--- config.mk ---
export PLATFORM = sky130hd
export DESIGN_NAME = mspw_div
export DESIGN_NICKNAME = d
export VERILOG_FILES = /design/src/rtl/core/mspw_pkg.sv /design/src/rtl/core/mspw_div.sv
export SDC_FILE = /design/constraint.sdc
export NUM_CORES = 1
export LEC_CHECK = 0
export ABC_AREA = 1
export ABC_CLOCK_PERIOD_IN_PS = 3100
export BUFFER_PORTS_ARGS = -buffer_cell sky130_fd_sc_hd__buf_4
export CAP_MARGIN = 40
export CORE_MARGIN = 8
export CORE_UTILIZATION = 35
export DETAILED_ROUTE_END_ITERATION = 6
export GPL_TIMING_DRIVEN = 1
export HOLD_SLACK_MARGIN = 0.1
export PLACE_DENSITY = 0.52
export RECOVER_POWER = 25
export SLEW_MARGIN = 10
export SYNTH_ARGS = -nofsm -noshare
export SYNTH_HDL_FRONTEND = slang
export SYNTH_SLANG_ARGS = --single-unit
--- constraint.sdc ---
create_clock -name aclk -period 3.1 [get_ports aclk]
set_input_delay 0.31 -clock aclk [delete_from_list [all_inputs] [get_ports aclk]]
set_output_delay 0.31 -clock aclk [all_outputs]
set_load 0.005 [all_outputs]
--- src/rtl/core/mspw_pkg.sv ---
// Shared types and constants for the square wave melody player.
package mspw_pkg;

    localparam int NOTE_DEPTH = 256;
    localparam int TICK_US    = 1000;
    localparam int HALF_NUM   = 500000;

    localparam int ADDR_W   = 8;
    localparam int FIELD_W  = 16;
    localparam int MEM_AW   = $clog2(NOTE_DEPTH);
    localparam int WORD_W   = 2 * FIELD_W;
    localparam int HALF_W   = $clog2(HALF_NUM + 1);
    localparam int PHASE_W  = $clog2(64'((1 << FIELD_W) - 1) * 64'(TICK_US) + 64'd1);
    localparam int DIV_NUM_W = (PHASE_W > HALF_W) ? PHASE_W : HALF_W;
    localparam int DIV_DEN_W = HALF_W;
    localparam int DIV_CNT_W = $clog2(DIV_NUM_W + 1);

    localparam int S_DATA_W = 40;
    localparam int M_DATA_W = 16;

    typedef enum logic [1:0] {
        CMD_TICK  = 2'd0,
        CMD_WRITE = 2'd1,
        CMD_START = 2'd2,
        CMD_STOP  = 2'd3
    } cmd_t;

    typedef struct packed {
        logic                 start;
        logic [DIV_NUM_W-1:0] num;
        logic [DIV_DEN_W-1:0] den;
    } div_req_t;

    typedef struct packed {
        logic              en;
        logic [MEM_AW-1:0] addr;
        logic [WORD_W-1:0] data;
    } mem_wr_t;

endpackage

--- src/rtl/core/mspw_div.sv ---
// Restoring divider, one quotient bit per cycle.
module mspw_div (
    input  logic                            aclk,
    input  logic                            aresetn,
    input  mspw_pkg::div_req_t              req,
    output logic                            done,
    output logic [mspw_pkg::DIV_NUM_W-1:0]  quot
);

    localparam int NW = mspw_pkg::DIV_NUM_W;
    localparam int DW = mspw_pkg::DIV_DEN_W;
    localparam int CW = mspw_pkg::DIV_CNT_W;

    logic [NW-1:0] quo_reg, quo_next;
    logic [DW-1:0] rem_reg, rem_next;
    logic [DW-1:0] den_reg, den_next;
    logic [CW-1:0] cnt_reg, cnt_next;
    logic          busy_reg, busy_next;
    logic          done_reg, done_next;
    logic [DW:0]   trial;
    logic [DW:0]   diff;

    always_comb begin
        trial     = {rem_reg, quo_reg[NW-1]};
        diff      = trial - {1'b0, den_reg};
        quo_next  = quo_reg;
        rem_next  = rem_reg;
        den_next  = den_reg;
        cnt_next  = cnt_reg;
        busy_next = busy_reg;
        done_next = 1'b0;
        if (req.start) begin
            quo_next  = req.num;
            rem_next  = '0;
            den_next  = req.den;
            cnt_next  = CW'(NW);
            busy_next = 1'b1;
        end else if (busy_reg) begin
            if (trial >= {1'b0, den_reg}) begin
                rem_next = diff[DW-1:0];
                quo_next = {quo_reg[NW-2:0], 1'b1};
            end else begin
                rem_next = trial[DW-1:0];
                quo_next = {quo_reg[NW-2:0], 1'b0};
            end
            cnt_next = cnt_reg - CW'(1);
            if (cnt_reg == CW'(1)) begin
                busy_next = 1'b0;
                done_next = 1'b1;
            end
        end
    end

    always_ff @(posedge aclk) begin
        if (!aresetn) begin
            busy_reg <= 1'b0;
            done_reg <= 1'b0;
            cnt_reg  <= '0;
        end else begin
            busy_reg <= busy_next;
            done_reg <= done_next;
            cnt_reg  <= cnt_next;
        end
    end

    always_ff @(posedge aclk) begin
        quo_reg <= quo_next;
        rem_reg <= rem_next;
        den_reg <= den_next;
    end

    assign done = done_reg;
    assign quot = quo_reg;

endmodule

# After elaboration in Yosys (flattened, before gate mapping)
# Index checks and enable logic that the tools add are counted.
# W data, S select, Z words.
[word_totals] reg_bits=71 in_bits=48 output_inout_bits=27 elab_cells=26
[classes] n_addsub=2 order_cmp=1 n_eq_ne=1 n_mux=10 bitwise=2 reduce_logical=3
[ops] cell="$mux W26" n=2
[ops] cell="$ge A20 B19 Y1" n=1
[ops] cell="$mux W19" n=1
[ops] cell="$sub A19 B19 Y19" n=1
[ops] cell="$mux W5" n=2
[ops] cell="$eq A5 B1 Y1 const B" n=1
[ops] cell="$mux W1" n=5
[ops] cell="$sub A5 B1 Y5 const B" n=1
[ops] cell="$reduce_or A3 Y1" n=1
[ops] cell="$not A1 Y1" n=2
[ops] cell="$reduce_bool A2 Y1" n=1
[ops] cell="$reduce_or A2 Y1" n=1

# Depth between registers and ports, before layout
# Gate-level depths: netlist of run 1.
[depth] depth_word=4 ltp_mapped=15 mapped_depth_nobuf=15

# Worst setup path before layout of run 1
# No wires, ideal clock.
[synth_timing] path_type="input to register" from="in req[45] in the netlist's numbering" to="reg quo_reg[0], in the netlist quot[0], enable pin" setup_ns=0.399 t_arrival_ns=1.608 t_required_ns=2.701 path_slack_ns=1.094 stages=4 n_path_buf=2 cell_sequence="clkbuf_1 -> nor2_1 -> inv_1 -> clkbuf_1"
[synth_between] elab_chain_len=1
[synth_lines] item="from (decl)" line="mspw_div.sv:5" text="input mspw_pkg::div_req_t req,"
[synth_lines] item="$reduce_bool A2 Y1 (no line)"
[synth_lines] item="to (signal assigned)" line="mspw_div.sv:67" text="quo_reg <= quo_next;"
[synth_lines] item="to (decl)" line="mspw_div.sv:14" text="logic [NW-1:0] quo_reg, quo_next;"
# No other way between the ends.
# A chain may end at the register's enable or synchronous reset.

# Final worst setup path of run 1
[layout_timing] from="reg quo_reg[25], in the netlist quot[25]" to="reg rem_reg[3]"
[layout_between] elab_chain_len=2 elab_cells_between_ends=3 classes_between="1 x add/sub; 1 x order compare; 1 x mux"
[layout_lines] item="$sub A19 B19 Y19 / $ge A20 B19 Y1 (equally long branches)" line="mspw_div.sv:25, mspw_div.sv:39"
[layout_lines] item="$mux W19 *" line="mspw_div.sv:39" text="if (trial >= {1'b0, den_reg}) begin"
[layout_lines] item="to (signal assigned)" line="mspw_div.sv:68" text="rem_reg <= rem_next;"
[layout_lines] item="to (decl)" line="mspw_div.sv:15" text="logic [DW-1:0] rem_reg, rem_next;"
# Mark *: on every way between the ends. The rest lies on a longest branch, timed or not.

==> results of run 1 <==
## report_power, final
group          switching (mW)  internal, mW
Sequential             0.0320          1.08
Combinational           0.182         0.149
Clock                   0.367         0.647
Total                   0.581          1.88
## layout make-up
type                    count  area (µm²)  area share (%)
clock buffers              15         258            4.97
repair buffers             79         596            11.5
flip-flops and latches     71        1870            36.1
well taps                 147         184            3.55
inverters                  93         349            6.73
multi-input cells         389        1900            36.6
clock inverters             1        30.0           0.579
## routing by layer
| layer | GRT usage, % | share of wire [%] | vias up |
|---|---|---|---|
| met5 | 0 | 0 | - |
| met4 | 5.16 | 1.4 | 0 |
| met3 | 5.27 | 7.2 | 12 |
| met2 | 22.9 | 43 | 95 |
| met1 | 18.9 | 48 | 1614 |
| li1 | - | - | 1928 |
## metrics by stage
step                std cells  utilization [%]  hold slack, ps  total power [mW]
finish                    795             43.7             175              2.46
global route              795             43.7             158              2.59
CTS                       795             44.0             138              2.51
detailed placement        779             41.6             443              1.47
global placement          778             41.3             446              1.47
floorplan                 568                -             409              1.30
## cells by family (layout without fill, tap and decap cells)
group                    after synthesis  in the layout
adder cells (fa/ha/maj)               22             22
flip-flops                            71             71
AO/OA/AOI/OAI                         34             34
AND/OR/NAND/NOR                      323            323
XOR/XNOR                              10             10
buffers and inverters                108            188
## worst paths after layout
kind / slack, ps / start / endpoint / cells after the start
worst max-delay path: 600 / quot[25] / rem_reg[3] / 13
worst min-delay path: 180 / req[12] / den_reg[12] / 1
worst max register to register: 600 / quot[25] / rem_reg[3] / 13
worst min register to register: 450 / rem_reg[18] / rem_reg[18] / 2
## worst max-delay path: cells and delay by family (launching register included)
family | cells | cell delay [ps]
buf+inv | 2 | 130
fa+ha+maj | 2 | 660
flops | 1 | 340
compound gates | 1 | 90
simple gates | 8 | 1130
## cell usage in the layout, fill, tap and decap left out, drive strengths merged, types with 2 or more instances in the layout
cell type,instances
nand2,234
inv,91
buf,57
edfxtp,45
nand3,45
clkbuf,37
dfxtp,26
nor2,26
ha,21
a21oi,14
o21ai,13
nand3b,10
nor3,6
xnor2,6
xor2,4
a31oi,3
nand4,2
clkinv,2
==> metrics.cfg, run 1 <==
[grt]
grt_max_degree = 44
grt_pass1_wl_um = 18800
grt_overflow = 0
grt_usage_pct = 14.9
grt_pass1_vias = 3882
antenna_found_initial = 0

[clocking]
ctsHoldBuffers = 0
insertion_delay_ps = 330
clock-root-buffer = clkbuf_16
h-tree-depth = 3
cts-resized-gates = 0
cts_tree = built
cts_buffers = 9
cts_sinks = 71
clk_path_buf_depth = 2
clk_pin_slew_worst_paths_ps = 60
post_cts_buffers = 0

[timing]
finalSetupViolCount = 0
rsz0062_at_grt = false
hold_violations = 0
relSlewSlack_pct = 33.5
setup-tns-final_ps = 0
fin_ws_ps = 598
period_share_pct = 80.7
finClkSkew_ps = 7.94
finalMaxSlewViolations = 0
max_freq_mhz = 400
tightest_slew_ps = 997
period_minus_slack_ps = 2500

[place]
pre_cts_slack_ps = 605
io_buffers = 74
dpl_cell_area_um2 = 4930
gp_congestion = 0.835
post-dp-hpwl_um = 8320

[yosys]
synthCells = 568
synth-seq-cells = 71
seq_area_frac_synth_pct = 44.6
synth_area_leaders = edfxtp_1, nand2_1, dfxtp_1, inv_1, ha_1
synth_top_area_cell = edfxtp_1
ys.flop_type = edfxtp_1
yosys.area_share.simple_pct = 32.0
synth_top_area_share_pct = 32.2
synth-async-reset-ratio_pct = 0
synth_area_per_cell_um2 = 7.39
synth_commonest_cells = nand2_1, inv_1, edfxtp_1
ys_types = 31
synthAdderAreaFrac_pct = 6.74
synth_nets = 638
synth_compound_area_share_pct = 4.41
synth_top_family_by_area = simple AND/OR/NAND/NOR gates
ys_warn_count = 0
synth_edf_count = 45
synth_xor_area_share_pct = 2.09
yosysMostFrequentCell = nand2_1
netlist_area_um2 = 4200
muxShareOfSynthArea_pct = 0

[drt]
drt_iter0_markers = 171
ant_nets = 0
wl_per_cell_um = 13.7
viasPerCell = 4.59
totalWireLength_um = 10900
drc = 0
firstDrtPassIters = 4
num_vias = 3649

[worst_setup_path]
crit_arrival_ps = 2680
critical_path_class = reg2reg
critPathMaxStageDelay_ps = 410
startpoint_type = register
crit_top_cell = nand2_1
worstPathCellList = inv_1, ha_1, fa_1, inv_1, nand3_1, nand2_1, nand2_1, nand3_2, nand2_2, nand2_4, nand2_1, nand3_1, o21ai_0
critPathSlowestCell = fa_1
critical_path_required_ps = 3280
worst-path-max-fanout = 21
cp-end-kind = register

[power]
leakage_nw = 2.65
power_density_nw_per_um2 = 474
irDropWorstVdd_v = 0.000367

[floorplanning]
die_h_um = 125
rows = 40
start_util_pct = 35.4
die_w_um = 125
ioPinCount = 75
die_area_um2 = 15700
core_um2 = 11900

[final_layout]
antennaDiodeCount = 0
largest_reg_flops = 26
num-nets-final = 713
syn_to_final_growth_pct = 23.7
drive_gt1_share_pct = 14.8
fin_area_um2 = 5190
fillers = 1244

[run_status]
outcome = completed

[hold_path]
hold_class = in2reg

[job]
cap_violations = 0

Power figures use the tool's default switching activity.
==> run 2, diff against run 1 <==
ABC_CLOCK_PERIOD_IN_PS = 2300   (was 3100)
PLACE_DENSITY = 0.54   (was 0.52)
clock period = 2.3 ns   (was 3.1 ns; I/O delays follow)
==> run 2 against run 1 <==
Non-clock buffer count increased by 24. First-iteration DRC count increased by 19%. Worst hold slack got worse by 42 ps.
==> metrics.cfg, run 2 (synthesis results as in run 1) <==
[power]
irDropWorstVdd_v = 0.000413  ; +13%
leakage_nw = 2.77  ; +4.6%
p_seq_share_pct = 42.6  ; -2.7 points
switching_share_pct = 25.0  ; +1.3 points
power_density_nw_per_um2 = 643  ; +36%
clock_power_share_pct = 43.9  ; +2.7 points
p_comb_share_pct = 13.4  ; about the same
switchingPower_uw = 878  ; +51%
p_int_mw = 2.64  ; +41%

[drt]
drt_iter0_markers = 203  ; +19%
ant_nets = 0  ; unchanged
drc = 0  ; unchanged
totalWireLength_um = 11100  ; +2.1%
top_layer = met4
wl_met2_um = 5020  ; +6.5%
num_vias = 3843  ; +5.3%
firstDrtPassIters = 4  ; unchanged
viasPerCell = 4.69  ; +2.2%
wl_per_cell_um = 13.5  ; -0.86%
wl_met3_um = 691  ; -12%
wl_met1_um = 5180  ; -0.44%

[final_layout]
drive_gt1_share_pct = 16.4  ; +1.6 points
final_common_cell = nand2_1
syn_to_final_growth_pct = 30.5
antennaDiodeCount = 0  ; unchanged
multi_input_area_um2 = 1920  ; +1.1%
largest_reg_flops = 26  ; unchanged
fillers = 1218  ; -2.1%
seqCellArea_um2 = 1870  ; unchanged
mostFrequentLayoutCells = nand2_1, inv_1, buf_4, edfxtp_1, nand3_1
final_util_pct = 46.2  ; +2.4 points
num-nets-final = 737  ; +3.4%

[hold_path]
hold_class = in2reg

[timing]
relSlewSlack_pct = 41.8  ; +8.2 points
setup-tns-final_ps = 0  ; unchanged
finalSetupViolCount = 0  ; unchanged
max_freq_mhz = 475  ; +19%
hold_violations = 0  ; unchanged
tightest_slew_ps = 871  ; -127 ps
finalMaxSlewViolations = 0  ; unchanged
period_share_pct = 91.5  ; +11 points
rsz0062_at_grt = false
finClkSkew_ps = 6.58  ; -1.35 ps
period_minus_slack_ps = 2100  ; -397 ps

[floorplanning]
ioPinCount = 75  ; unchanged
core_um2 = 11900  ; unchanged
die_w_um = 125  ; unchanged
die_h_um = 125  ; unchanged
start_util_pct = 35.4  ; unchanged
die_area_um2 = 15700  ; unchanged
rows = 40  ; unchanged

[worst_setup_path]
cp.depth = 11  ; -2
critical_path_required_ps = 2540  ; -740 ps
path_buf_inv = 3  ; +1
critPathMaxStageDelay_ps = 360  ; -50 ps
critPathLaunch = den_reg[15]
worstPathCellList = inv_1, ha_1, a21oi_1, a21oi_1, nor2_2, buf_4, nand3_1, nand2_1, clkinv_1, nand2_1, nand2_1
cp-end-kind = register
r2r_cells = 11  ; -2
crit_family = simple AND/OR/NAND/NOR gates
rr_endpoint = rem_reg[17]
worst-path-max-fanout = 7  ; -67%
critPathSlowestCell = ha_1
endpoint = rem_reg[17]
critical_path_class = reg2reg
r2r_slack_ps = 200  ; -400 ps
crit_top_cell = nand2_1
reg2reg_from = den_reg[15]
crit_arrival_ps = 2350  ; -330 ps
startpoint_type = register

[clocking]
h-tree-depth = 3  ; unchanged
cts_sinks = 71  ; unchanged
cts_tree = built
cts_buffers = 9  ; unchanged
clock-root-buffer = clkbuf_16
clk_pin_slew_worst_paths_ps = 60  ; about the same
insertion_delay_ps = 350  ; +20 ps
clk_path_buf_depth = 2  ; unchanged

[place]
post-dp-hpwl_um = 8290  ; -0.35%
gp_congestion = 0.855  ; +2.3%
io_buffers = 74  ; unchanged

[grt]
grt_pass1_vias = 3917  ; +0.90%
grt_pass1_wl_um = 18600  ; -1.2%
antenna_found_initial = 0  ; unchanged
grt_usage_pct = 14.6  ; -0.22 points
grt_max_degree = 38  ; -14%
grt_overflow = 0  ; unchanged

[job]
cap_violations = 0  ; unchanged

[run_status]
outcome = completed

[run 2: cell count changes in the layout (fill, tap and decap cells not counted), sizes merged]
cell         delta
buf             +7
bufinv          +1
clkinvlp        +1
inv             +2
dlygate4sd3    +19
clkinv          +2
clkbuf          -8
[run 2: worst min path at each step]
stage	cells past startpoint	from	end
after floorplan	0	req[0]	den_reg[0]
after global placement	1	req[13]	den_reg[13]
after detailed placement	1	req[0]	den_reg[0]
after CTS	3	aresetn	busy_reg
after global routing	3	req[31]	quot[12]
final	3	aresetn	busy_reg
[run 2: per-layer routing]
metal	vias to the layer above	GRT usage, %
li1	1982	-
met1	1766	17.6
met2	81	23.3
met3	14	5.65
met4	0	5.23
met5	-	0
[run 2: cell type report]
type	count	share of cell area, %
Multi-Input combinational cell	389	35.1
Sequential cell	71	34.2
Timing Repair Buffer	103	15.0
Inverter	93	6.38
Clock buffer	9	4.11
Tap cell	147	3.36
Clock inverter	7	1.92
[run 2: what timing repair did]
item	in CTS	in global routing
setup buffers	0	0
hold endpoints to repair	19	0
resized for setup	0	5
endpoints found under the setup margin	0	19
hold buffers	19	0
[run 2: per-stage QoR]
stage | total power [mW] | setup slack [ps] | instances | instance area, µm² | hold slack, ps
after floorplan | 1.75 | 310 | 568 | 4200 | 329
after global placement | 1.97 | 222 | 784 | 4930 | 408
after detailed placement | 1.98 | 140 | 784 | 4930 | 410
after CTS | 3.57 | 116 | 819 | 5460 | 125
after global routing | 3.68 | 4.89 | 819 | 5480 | 147
final | 3.52 | 195 | 819 | 5480 | 133
[run 2: worst register-to-register path, cell delays in order, from the launching register on]
cell and delay, ps:
edfxtp_1 320, inv_1 40, ha_1 360, a21oi_1 330, a21oi_1 140, nor2_2 310
buf_4 220, nand3_1 70, nand2_1 60, clkinv_1 50, nand2_1 50, nand2_1 40
[run 2: power by group through the flow]
| stage | Sequential, mW | Combinational, mW | Clock, mW |
|---|---|---|---|
| 6_report | 1.50 | 0.473 | 1.55 |
| 4_1_cts | 1.50 | 0.480 | 1.59 |
| 5_1_grt | 1.51 | 0.532 | 1.64 |
| 3_3_place_gp | 1.53 | 0.448 | 0 |
| 2_1_floorplan | 1.52 | 0.230 | 0 |
| 3_5_place_dp | 1.53 | 0.452 | 0 |
==> run 3, diff against run 2 <==
ABC_CLOCK_PERIOD_IN_PS = 2450   (was 2300)
PLACE_DENSITY = 0.52   (was 0.54)
clock period = 2.45 ns   (was 2.3 ns; I/O delays follow)
==> run 3 against run 2 <==
Final cell count decreased by 0.49%. Core utilization down 0.25 points. Wire length is 0.78% lower. First-iteration DRC count is 2.5% higher. Clock skew increased by 3.1 ps. Global-route usage is 0.096 points lower. Sequential power shrank 6%. Largest power group unchanged.
==> metrics.cfg, run 3 (synthesis results as in run 1) <==
[job]
cap_violations = 0  ; unchanged

[final_layout]
fin_cells = 815  ; -0.49%
final_util_pct = 45.9  ; -0.25 points
final_common_cell = nand2_1
num-nets-final = 733  ; -0.54%
syn_to_final_growth_pct = 29.8
largest_reg_flops = 26  ; unchanged
drive_gt1_share_pct = 15.4  ; -0.95 points
antennaDiodeCount = 0  ; unchanged
mostFrequentLayoutCells = nand2_1, inv_1, buf_4, edfxtp_1, nand3_1

[place]
io_buffers = 74  ; unchanged
placed_cells = 780  ; -0.51%
gp_congestion = 0.841  ; -1.6%
post-dp-hpwl_um = 8320  ; +0.28%

[drt]
wl_per_cell_um = 13.5  ; -0.30%
drt_iter0_markers = 208  ; +2.5%
totalWireLength_um = 11000  ; -0.78%
ant_nets = 0  ; unchanged
num_vias = 3798  ; -1.2%
firstDrtPassIters = 5  ; +1
drc = 0  ; unchanged
viasPerCell = 4.66  ; -0.69%

[clocking]
post_cts_buffers = 0  ; unchanged
cts_sinks = 71  ; unchanged
cts_buffers = 9  ; unchanged
insertion_delay_ps = 340  ; about the same
h-tree-depth = 3  ; unchanged
cts_tree = built
clk_path_buf_depth = 2  ; unchanged
clock-root-buffer = clkbuf_16
clk_pin_slew_worst_paths_ps = 60  ; about the same

[grt]
grt_pass1_wl_um = 18600  ; +0.15%
grt_pass1_vias = 3884  ; -0.84%
grt_overflow = 0  ; unchanged
antenna_found_initial = 0  ; unchanged
grt_max_degree = 38  ; unchanged
grt_usage_pct = 14.6  ; -0.096 points

[floorplanning]
core_um2 = 11900  ; unchanged
die_h_um = 125  ; unchanged
start_util_pct = 35.4  ; unchanged
die_w_um = 125  ; unchanged
die_area_um2 = 15700  ; unchanged
rows = 40  ; unchanged
ioPinCount = 75  ; unchanged

[worst_setup_path]
critPathSlowestCell = fa_1
reg2reg_from = quot[25]
r2r_cells = 13  ; +2
rr_endpoint = rem_reg[1]
path_buf_inv = 3  ; unchanged
critical_path_class = reg2reg
crit_family = simple AND/OR/NAND/NOR gates
critPathMaxStageDelay_ps = 420  ; +60 ps
critical_path_required_ps = 2700  ; +160 ps
startpoint_type = register
worstPathCellList = inv_1, ha_1, fa_1, inv_1, nand3_1, nand2_1, nand2_1, nand3_2, nand2_4, buf_6, nand3_1, nand3_1, o21ai_0
crit_top_cell = nand3_1
worst-path-max-fanout = 12  ; +5
cp-end-kind = register
crit_arrival_ps = 2470  ; +120 ps
r2r_slack_ps = 230  ; +30 ps

[timing]
rsz0062_at_grt = false
relSlewSlack_pct = 42.8  ; +1.1 points
period_share_pct = 90.7  ; -0.85 points
hold_violations = 0  ; unchanged
setup-tns-final_ps = 0  ; unchanged
finClkSkew_ps = 9.68  ; +3.10 ps
tightest_slew_ps = 855  ; -15.8 ps
period_minus_slack_ps = 2220  ; +116 ps
finalSetupViolCount = 0  ; unchanged
max_freq_mhz = 450  ; -5.2%
finalMaxSlewViolations = 0  ; unchanged

[power]
leakage_nw = 2.78  ; +0.28%
p_int_mw = 2.47  ; -6.5%
power_density_nw_per_um2 = 602  ; -6.3%
switching_share_pct = 24.7  ; -0.29 points
clock_power_share_pct = 43.6  ; -0.3 points
irDropWorstVdd_v = 0.000328  ; -21%
p_seq_share_pct = 42.9  ; +0.3 points
p_comb_share_pct = 13.5  ; about the same
switchingPower_uw = 809  ; -8.0%

[hold_path]
hold_path_depth = 3  ; unchanged
hold_start = aresetn
hold_class = in2reg
holdPathEnd = busy_reg

[run_status]
outcome = completed

## run 3: per-layer routing
metal	GRT usage [%]	share of wire [%]
met5	0	0
met4	7.31	1.9
met3	4.38	6.5
met2	22.2	44
met1	18.3	47
## run 3: final cells by class
class                   count  area (µm²)
fillers                  1190        6420
flip-flops and latches     71        1870
well taps                 147         184
clock inverters             7        96.3
multi-input cells         389        1920
repair buffers             99         801
inverters                  93         349
clock buffers               9         225
## run 3: worst max-delay path by stage
stage,start,endpoint,slack (ps),cells after the start
final,quot[25],rem_reg[1],230,13
after global routing,quot[25],rem_reg[0],40,13
after CTS,quot[25],rem_reg[1],100,13
after detailed placement,quot[25],rem_reg[1],110,13
after global placement,quot[25],rem_reg[3],270,13
after floorplan,quot[25],rem_reg[17],460,14
## run 3: stage by stage
| step | hold slack, ps | cell area [µm²] | total power [mW] | setup slack (ps) |
|---|---|---|---|---|
| 4_1_cts | 142 | 5430 | 3.33 | 96.0 |
| 3_5_place_dp | 425 | 4920 | 1.86 | 112 |
| 2_1_floorplan | 344 | 4200 | 1.64 | 460 |
| 3_3_place_gp | 424 | 4920 | 1.86 | 267 |
| 5_1_grt | 173 | 5450 | 3.42 | 38.5 |
| 6_report | 154 | 5450 | 3.28 | 229 |
## run 3: worst min-delay path, cell delays in order
cell and delay (ps):
buf_4 90, o211ai_1 80, inv_1 50
## run 3: repair_timing
item                                    CTS  global route
resized for setup                         0             4
endpoints found under the hold margin    19             0
hold buffers                             19             0
endpoints found under the setup margin    0            20
## run 3: power by group through the flow
stage	Combinational, mW	Clock [mW]	Sequential [mW]
floorplan	0.216	0	1.43
global placement	0.424	0	1.43
detailed placement	0.425	0	1.43
CTS	0.451	1.47	1.41
global route	0.498	1.51	1.42
finish	0.443	1.43	1.41
